<file path="src/cir_pkg.sv">
// ----------------------------------------------------------------------------
// cir_pkg
// shared types, widths and saturation helpers for the contact impulse resolver
// ----------------------------------------------------------------------------
package cir_pkg;

  localparam int REST_W  = 17;
  localparam int NORM_FB = 14;
  localparam int NUM_W   = 70;  // dividend width, delta or penetration times inverse mass
  localparam int DEN_W   = 33;  // total inverse mass
  localparam int QUO_W   = 38;  // quotient never exceeds delta
  localparam int DIV_LAT = QUO_W + 1;
  localparam int PROD_W  = 55;  // normal times quotient

  typedef struct packed {
    logic signed [31:0] vel_a_x;
    logic signed [31:0] vel_a_y;
    logic signed [31:0] vel_b_x;
    logic signed [31:0] vel_b_y;
    logic [31:0]        inv_mass_a;
    logic [31:0]        inv_mass_b;
    logic               fixed_a;
    logic               fixed_b;
    logic               has_b;
    logic signed [15:0] normal_x;
    logic signed [15:0] normal_y;
    logic signed [31:0] penetration;
  } in_t;

  typedef struct packed {
    logic signed [31:0] new_vel_a_x;
    logic signed [31:0] new_vel_a_y;
    logic signed [31:0] new_vel_b_x;
    logic signed [31:0] new_vel_b_y;
    logic signed [31:0] move_a_x;
    logic signed [31:0] move_a_y;
    logic signed [31:0] move_b_x;
    logic signed [31:0] move_b_y;
    logic               impulse_applied;
  } out_t;

  // classified contact passed from front to back
  typedef struct packed {
    logic signed [31:0] vax;
    logic signed [31:0] vay;
    logic signed [31:0] vbx;
    logic signed [31:0] vby;
    logic signed [15:0] nx;
    logic signed [15:0] ny;
    logic [31:0]        ea;
    logic [31:0]        eb;
    logic [DEN_W-1:0]   total;
    logic [QUO_W-1:0]   delta;
    logic [30:0]        pen;
    logic               do_vel;
    logic               do_pen;
    logic               has_b;
  } item_t;

  typedef struct packed {
    logic  valid;
    item_t item;
  } push_t;

  typedef struct packed {
    logic [2:0] inflight;
  } front_stat_t;

  function automatic logic signed [31:0] sat32(input logic signed [41:0] v);
    if (v > 42'sd2147483647) begin
      sat32 = 32'sh7fffffff;
    end else if (v < -42'sd2147483648) begin
      sat32 = 32'sh80000000;
    end else begin
      sat32 = v[31:0];
    end
  endfunction

  // v + floor(p / 2^14), saturated
  function automatic logic signed [31:0] sat_add(input logic signed [31:0] v,
                                                 input logic signed [PROD_W-1:0] p);
    logic signed [41:0] s;
    s = 42'(v) + 42'($signed(p[PROD_W-1:NORM_FB]));
    sat_add = sat32(s);
  endfunction

  // v - floor(p / 2^14), saturated
  function automatic logic signed [31:0] sat_sub(input logic signed [31:0] v,
                                                 input logic signed [PROD_W-1:0] p);
    logic signed [41:0] s;
    s = 42'(v) - 42'($signed(p[PROD_W-1:NORM_FB]));
    sat_sub = sat32(s);
  endfunction

  // +/- floor(p / 2^14), saturated
  function automatic logic signed [31:0] sat_move(input logic signed [PROD_W-1:0] p,
                                                  input logic neg);
    logic signed [41:0] s;
    s = 42'($signed(p[PROD_W-1:NORM_FB]));
    sat_move = sat32(neg ? -s : s);
  endfunction

endpackage

</file>
<file path="src/cir_queue.sv">
// ----------------------------------------------------------------------------
// cir_queue
// short register queue between front and back
// ----------------------------------------------------------------------------
module cir_queue #(
  parameter int DEPTH = 8
) (
  input  logic           clk,
  input  logic           rst_n,
  input  cir_pkg::push_t push,
  input  logic           pop,
  output cir_pkg::push_t head,
  output logic [$clog2(DEPTH+1)-1:0] count
);
  import cir_pkg::*;

  localparam int PW = (DEPTH > 1) ? $clog2(DEPTH) : 1;
  localparam int CW = $clog2(DEPTH+1);

  item_t          mem_r [0:DEPTH-1];
  logic [PW-1:0]  wr_r, rd_r, wr_nxt, rd_nxt;
  logic [CW-1:0]  cnt_r, cnt_nxt;
  logic           do_pop;

  always_comb begin
    do_pop  = pop && (cnt_r != '0);
    wr_nxt  = (wr_r == PW'(DEPTH-1)) ? '0 : wr_r + 1'b1;
    rd_nxt  = (rd_r == PW'(DEPTH-1)) ? '0 : rd_r + 1'b1;
    cnt_nxt = cnt_r + CW'(push.valid) - CW'(do_pop);
  end

  always_ff @(posedge clk) begin
    if (push.valid) begin
      mem_r[wr_r] <= push.item;
    end
  end

  always_ff @(posedge clk) begin
    if (!rst_n) begin
      wr_r  <= '0;
      rd_r  <= '0;
      cnt_r <= '0;
    end else begin
      if (push.valid) begin
        wr_r <= wr_nxt;
      end
      if (do_pop) begin
        rd_r <= rd_nxt;
      end
      cnt_r <= cnt_nxt;
    end
  end

  assign head.valid = cnt_r != '0;
  assign head.item  = mem_r[rd_r];
  assign count      = cnt_r;

  a_no_overflow: assert property (@(posedge clk) disable iff (!rst_n)
    !(push.valid && (cnt_r == CW'(DEPTH)) && !do_pop))
    else $error("queue overflow");

  a_count_bound: assert property (@(posedge clk) disable iff (!rst_n)
    cnt_r <= CW'(DEPTH))
    else $error("queue count out of range");

  a_count_step: assert property (@(posedge clk) disable iff (!rst_n)
    (push.valid && !do_pop) |=> (cnt_r == $past(cnt_r) + 1'b1))
    else $error("queue count did not advance");

endmodule

</file>
<file path="config.mk">
export PLATFORM = sky130hd
export DESIGN_NAME = cir_queue
export DESIGN_NICKNAME = d
export VERILOG_FILES = /design/src/cir_pkg.sv /design/src/cir_queue.sv
export SDC_FILE = /design/constraint.sdc
export NUM_CORES = 2
export LEC_CHECK = 0
export BUFFER_PORTS_ARGS = -buffer_cell sky130_fd_sc_hd__buf_2
export CAP_MARGIN = 20
export CORE_MARGIN = 1.5
export CORE_UTILIZATION = 50
export DETAILED_ROUTE_END_ITERATION = 6
export PLACE_DENSITY = 0.68
export SYNTH_ARGS = -nofsm -noshare
export SYNTH_HDL_FRONTEND = slang
export SYNTH_SLANG_ARGS = --single-unit
</file>
<file path="constraint.sdc">
create_clock -name clk -period 40.8 [get_ports clk]
set_input_delay 6.12 -clock clk [delete_from_list [all_inputs] [get_ports clk]]
set_output_delay 6.12 -clock clk [all_outputs]
set_load 0.02 [all_outputs]
</file>
# == Word-level counts from Yosys, hierarchy flattened ==
# Memory sizes are Yosys's and may differ from the RTL's. A register that Yosys moved wholly into a read port is not among the register bits.
# Index checks and enable logic that the tools add are counted.
# Widths: inputs -> output; s select.
# op_classes
eq_ne,2
muxes,6
magnitude_cmp,0
n_bitwise,0
add_sub_neg,4
n_mul,0
n_div,0
n_reduce_logical,2
shifts,0
# op_table
op,n
$mux 3,4
$add 3x1->3 const B,2
$eq 3x3->1 const B,2
$add 4x1->4,1
$reduce_bool 4->1,1
$sub 4x1->4,1
$mux 1,2
$logic_and 1x1->1,1
# word_totals
register_bits,10
rom_bits,0
ramBits,2632
latch_bits,0
n_memories,1
wordCells,18
input_bits,333
# mem_list
memory,depth,width,rd,rd_ports_with_merged_regs,wr,line_no,rtl
mem_r,8,329,1,1,1,cir_queue.sv:20,item_t mem_r [0:DEPTH-1];

# == Logic depth before layout (Yosys ltp) ==
# depth
ltp_word,4
mapped_depth,9
ltp_nobuf,9

# == Worst setup path before layout ==
# Ideal clock, no wire load.
# synth_timing
path_kind,input to register
startpoint,in push[329] (netlist bit)
endpoint,"mem mem_r[0][0] (netlist bit), enable pin"
required_ns,39.376
slack_ns,11.052
t_arrival_ns,28.323
path_stages,2
cell_sequence,nand2b_1 > nor3_1
# synth_between
elab_chain_len,2
# synth_lines
element,line_no,rtl
from (decl),cir_queue.sv:10,"input cir_pkg::push_t push,"
$mux 1,cir_queue.sv:33,if (push.valid) begin
$mux 1 (not written as such),cir_queue.sv:34,mem_r[wr_r] <= push.item;
to (decl),cir_queue.sv:20,
# No other way between the ends.

==> flow_summary.yaml <==
power:
  cellPowerDensity_nw_per_um2: 55.9
  p_leak_nw: 35.9
  ir_drop_mv: 0.0435
finish:
  drive_gt1_frac: 0.425
  area_delta_synth_final_pct: 15.0
  layout_common_cells: "2632 x edfxtp_1, 666 x buf_2, 658 x mux4_2"
  final_cells: 7574
  multi_input_area_um2: 19000
  fillCellCount: 13900
  nets: 5054
  final_area_um2: 114000
  final_common_cell: "edfxtp_1"
  final-seq-area_um2: 79300
floorplan:
  ioPinCount: 667
  placementRows: 163
  die_h_um: 449
  die_w_um: 449
  die_area_um2: 201000
  coreArea_um2: 197000
  initial_utilization: 0.503
setup_path:
  regToRegStartpoint: "wr_r[0]"
  critPathKind: "flip-flop to output port"
  endpoint_kind: "output port"
  slowest_delay_ns: 0.88
  critPathLaunchType: "flip-flop"
  r2r-end: "mem_r[1][163]"
  path_cells: "buf_4 -> buf_4 -> buf_4 -> buf_4 -> buf_12 -> mux4_2 -> mux2_2 -> buf_2"
  required_ns: 34.68
  crit_fanout: 142
  crit_path_frequent_cell: "buf_4"
  crit_path_end: "head[195]"
  rrSetupSlack_ns: 35.61
  reg2reg_depth: 6
  critical_path_arrival_ns: 7.02
  cp_slowest_cell: "dfxtp_4"
timing:
  whs_ns: 0.485
  fmax_ghz: 0.0761
  setup_ws_ns: 27.66
  finalClockSkew_ns: 0.0501
  slew-limit-headroom: 0.238
  final_max_slew_viol_count: 0
  rsz0062_at_grt: "false"
  finalHoldViolations: 0
  tightest_slew_ns: 1.14
  setup_viol: 0
  setup_tns_ns: 0
  fin_crit_sh: 0.322
  fin_crit_ns: 13.14
cts:
  cts_tree: "built"
  insertion_delay_ns: 0.93
  cts_made_buffers: 282
  path_clk_slew_ns: 0.06
  cts_sinks: 2645
  ctsHoldBuffers: 0
  cts_resized: 0
  cts_htree_levels: 5
  root_buffer: "clkbuf_16"
  clk_path_buf_depth: 4
  cts_setup_buffers: 0
place:
  dp_cells: 7066
  place_area_um2: 106000
  portBuffers: 666
  hpwl_um: 116000
  place_congestion: 0.750
  place_ws_ns: 28.54
grt:
  gr-total-overflow: 0
  grt_max_degree: 143
  grt_usage: 0.208
  grt_pass1_wl_um: 308000
  antenna_found_initial: 88
  first_global_vias: 45900
flow_run:
  cap_violations: 0
synth:
  ys_types: 26
  syn_nets: 4218
  synth-seq-cells: 2645
  syn_avg_cell_area_um2: 25.6
  yosysSeqAreaShare: 0.799
  synth_area_um2: 99200
  ys_async_sr_fraction: 0
  ys.warnings.count: 0
  synth_edf_count: 2632
  syn_inst: 3876
  ys.flop_type: "edfxtp_1"
routing:
  detail-route-antenna-nets: 0
  drt_iter0_markers: 3659
  route.detailed.drc: 0
  drt-pass1-iter-count: 5
  num_vias: 43700
  routedWlPerCell_um: 27.6
  vias_per_cell: 5.77
  wirelength_um: 209000
worst_hold_path:
  holdCritPathClass: "flip-flop to flip-flop"
  hold_depth: 2
status:
  outcome: "finished clean"
==> logic make-up (layout without fill, tap and decap cells) <==
logic type                 after synthesis  count (layout)  share of synthesized area
DFF                                   2645            2645                      0.799
muxes                                  997             997                      0.188
buffers and inverters                  188            1207                     0.0102
and+or+nand+nor                         33              33                    0.00161
adders and majority gates                9               9                    0.00121
AOI/OAI and AO/OA                        3               3                   0.000189
xor gates and xnor gates                 1               1                  0.0000883
other                                    0              39                          0
==> state kept, by name (all words and copies together) (netlist names), named ones only <==
register and cells:
count 4, wr_r 3, rd_r 3, mem_r 2632
==> power by group <==
group          switching [mW]  total (mW)  internal, mW
sequential             0.0270        3.08          3.05
combinational           0.540       0.948         0.408
clock                   0.970        2.35          1.38
total                    1.54        6.38          4.84
==> worst max-delay path, delay by kind of cell (launching register included) <==
kind | cells | cell delay, ns
buf+inv | 6 | 4.19
flops | 1 | 0.88
mux | 2 | 0.72
==> metal layers <==
layer | GRT usage | part of all wire | vias to the layer above
met5 | 0 | 0.0019 | -
met4 | 0.0820 | 0.037 | 64
met3 | 0.0554 | 0.078 | 427
met2 | 0.332 | 0.49 | 1498
met1 | 0.275 | 0.39 | 23200
li1 | - | - | 18500
==> how the worst min path moves through the flow <==
| stage | from | endpoint | slack (ns) |
|---|---|---|---|
| 2_1_floorplan | rd_r[2] | flip-flop | 0.46 |
| 3_3_place_gp | rd_r[1] | flip-flop | 0.47 |
| 3_5_place_dp | rd_r[1] | flip-flop | 0.48 |
| 4_1_cts | rd_r[1] | flip-flop | 0.49 |
| 5_1_grt | rd_r[1] | flip-flop | 0.51 |
| 6_report | rd_r[2] | flip-flop | 0.48 |
==> final cells by class <==
type | count | area share
diodes | 39 | 0.000855
clock buffers | 359 | 0.0657
clock inverters | 108 | 0.00753
inverters | 4 | 0.000132
multi-input cells | 1043 | 0.166
flip-flops and latches | 2645 | 0.695
well taps | 2640 | 0.0289
repair buffers | 736 | 0.0358
==> Yosys cell counts (all sizes together) (2+ instances only) <==
master	number	area (um2)
nand2b	3	18.8
ha	8	100
clkbuf	56	210
inv	4	15.0
nand2	11	41.3
mux2	329	3700
mux4	658	14800
and2	4	25.0
nor3	2	10.0
buf	128	786
mux2i	10	100
dfxtp	13	260
nor2	8	30.0
edfxtp	2632	79000
nor2b	2	12.5
==> per-stage QoR <==
step / total power [mW] / utilization
CTS: 6.46 / 0.578
detailed placement: 4.10 / 0.536
floorplan: 3.82 / -
global route: 6.60 / 0.579
global placement: 4.09 / 0.536
finish: 6.38 / 0.579
(Power assumes the default switching activity.)
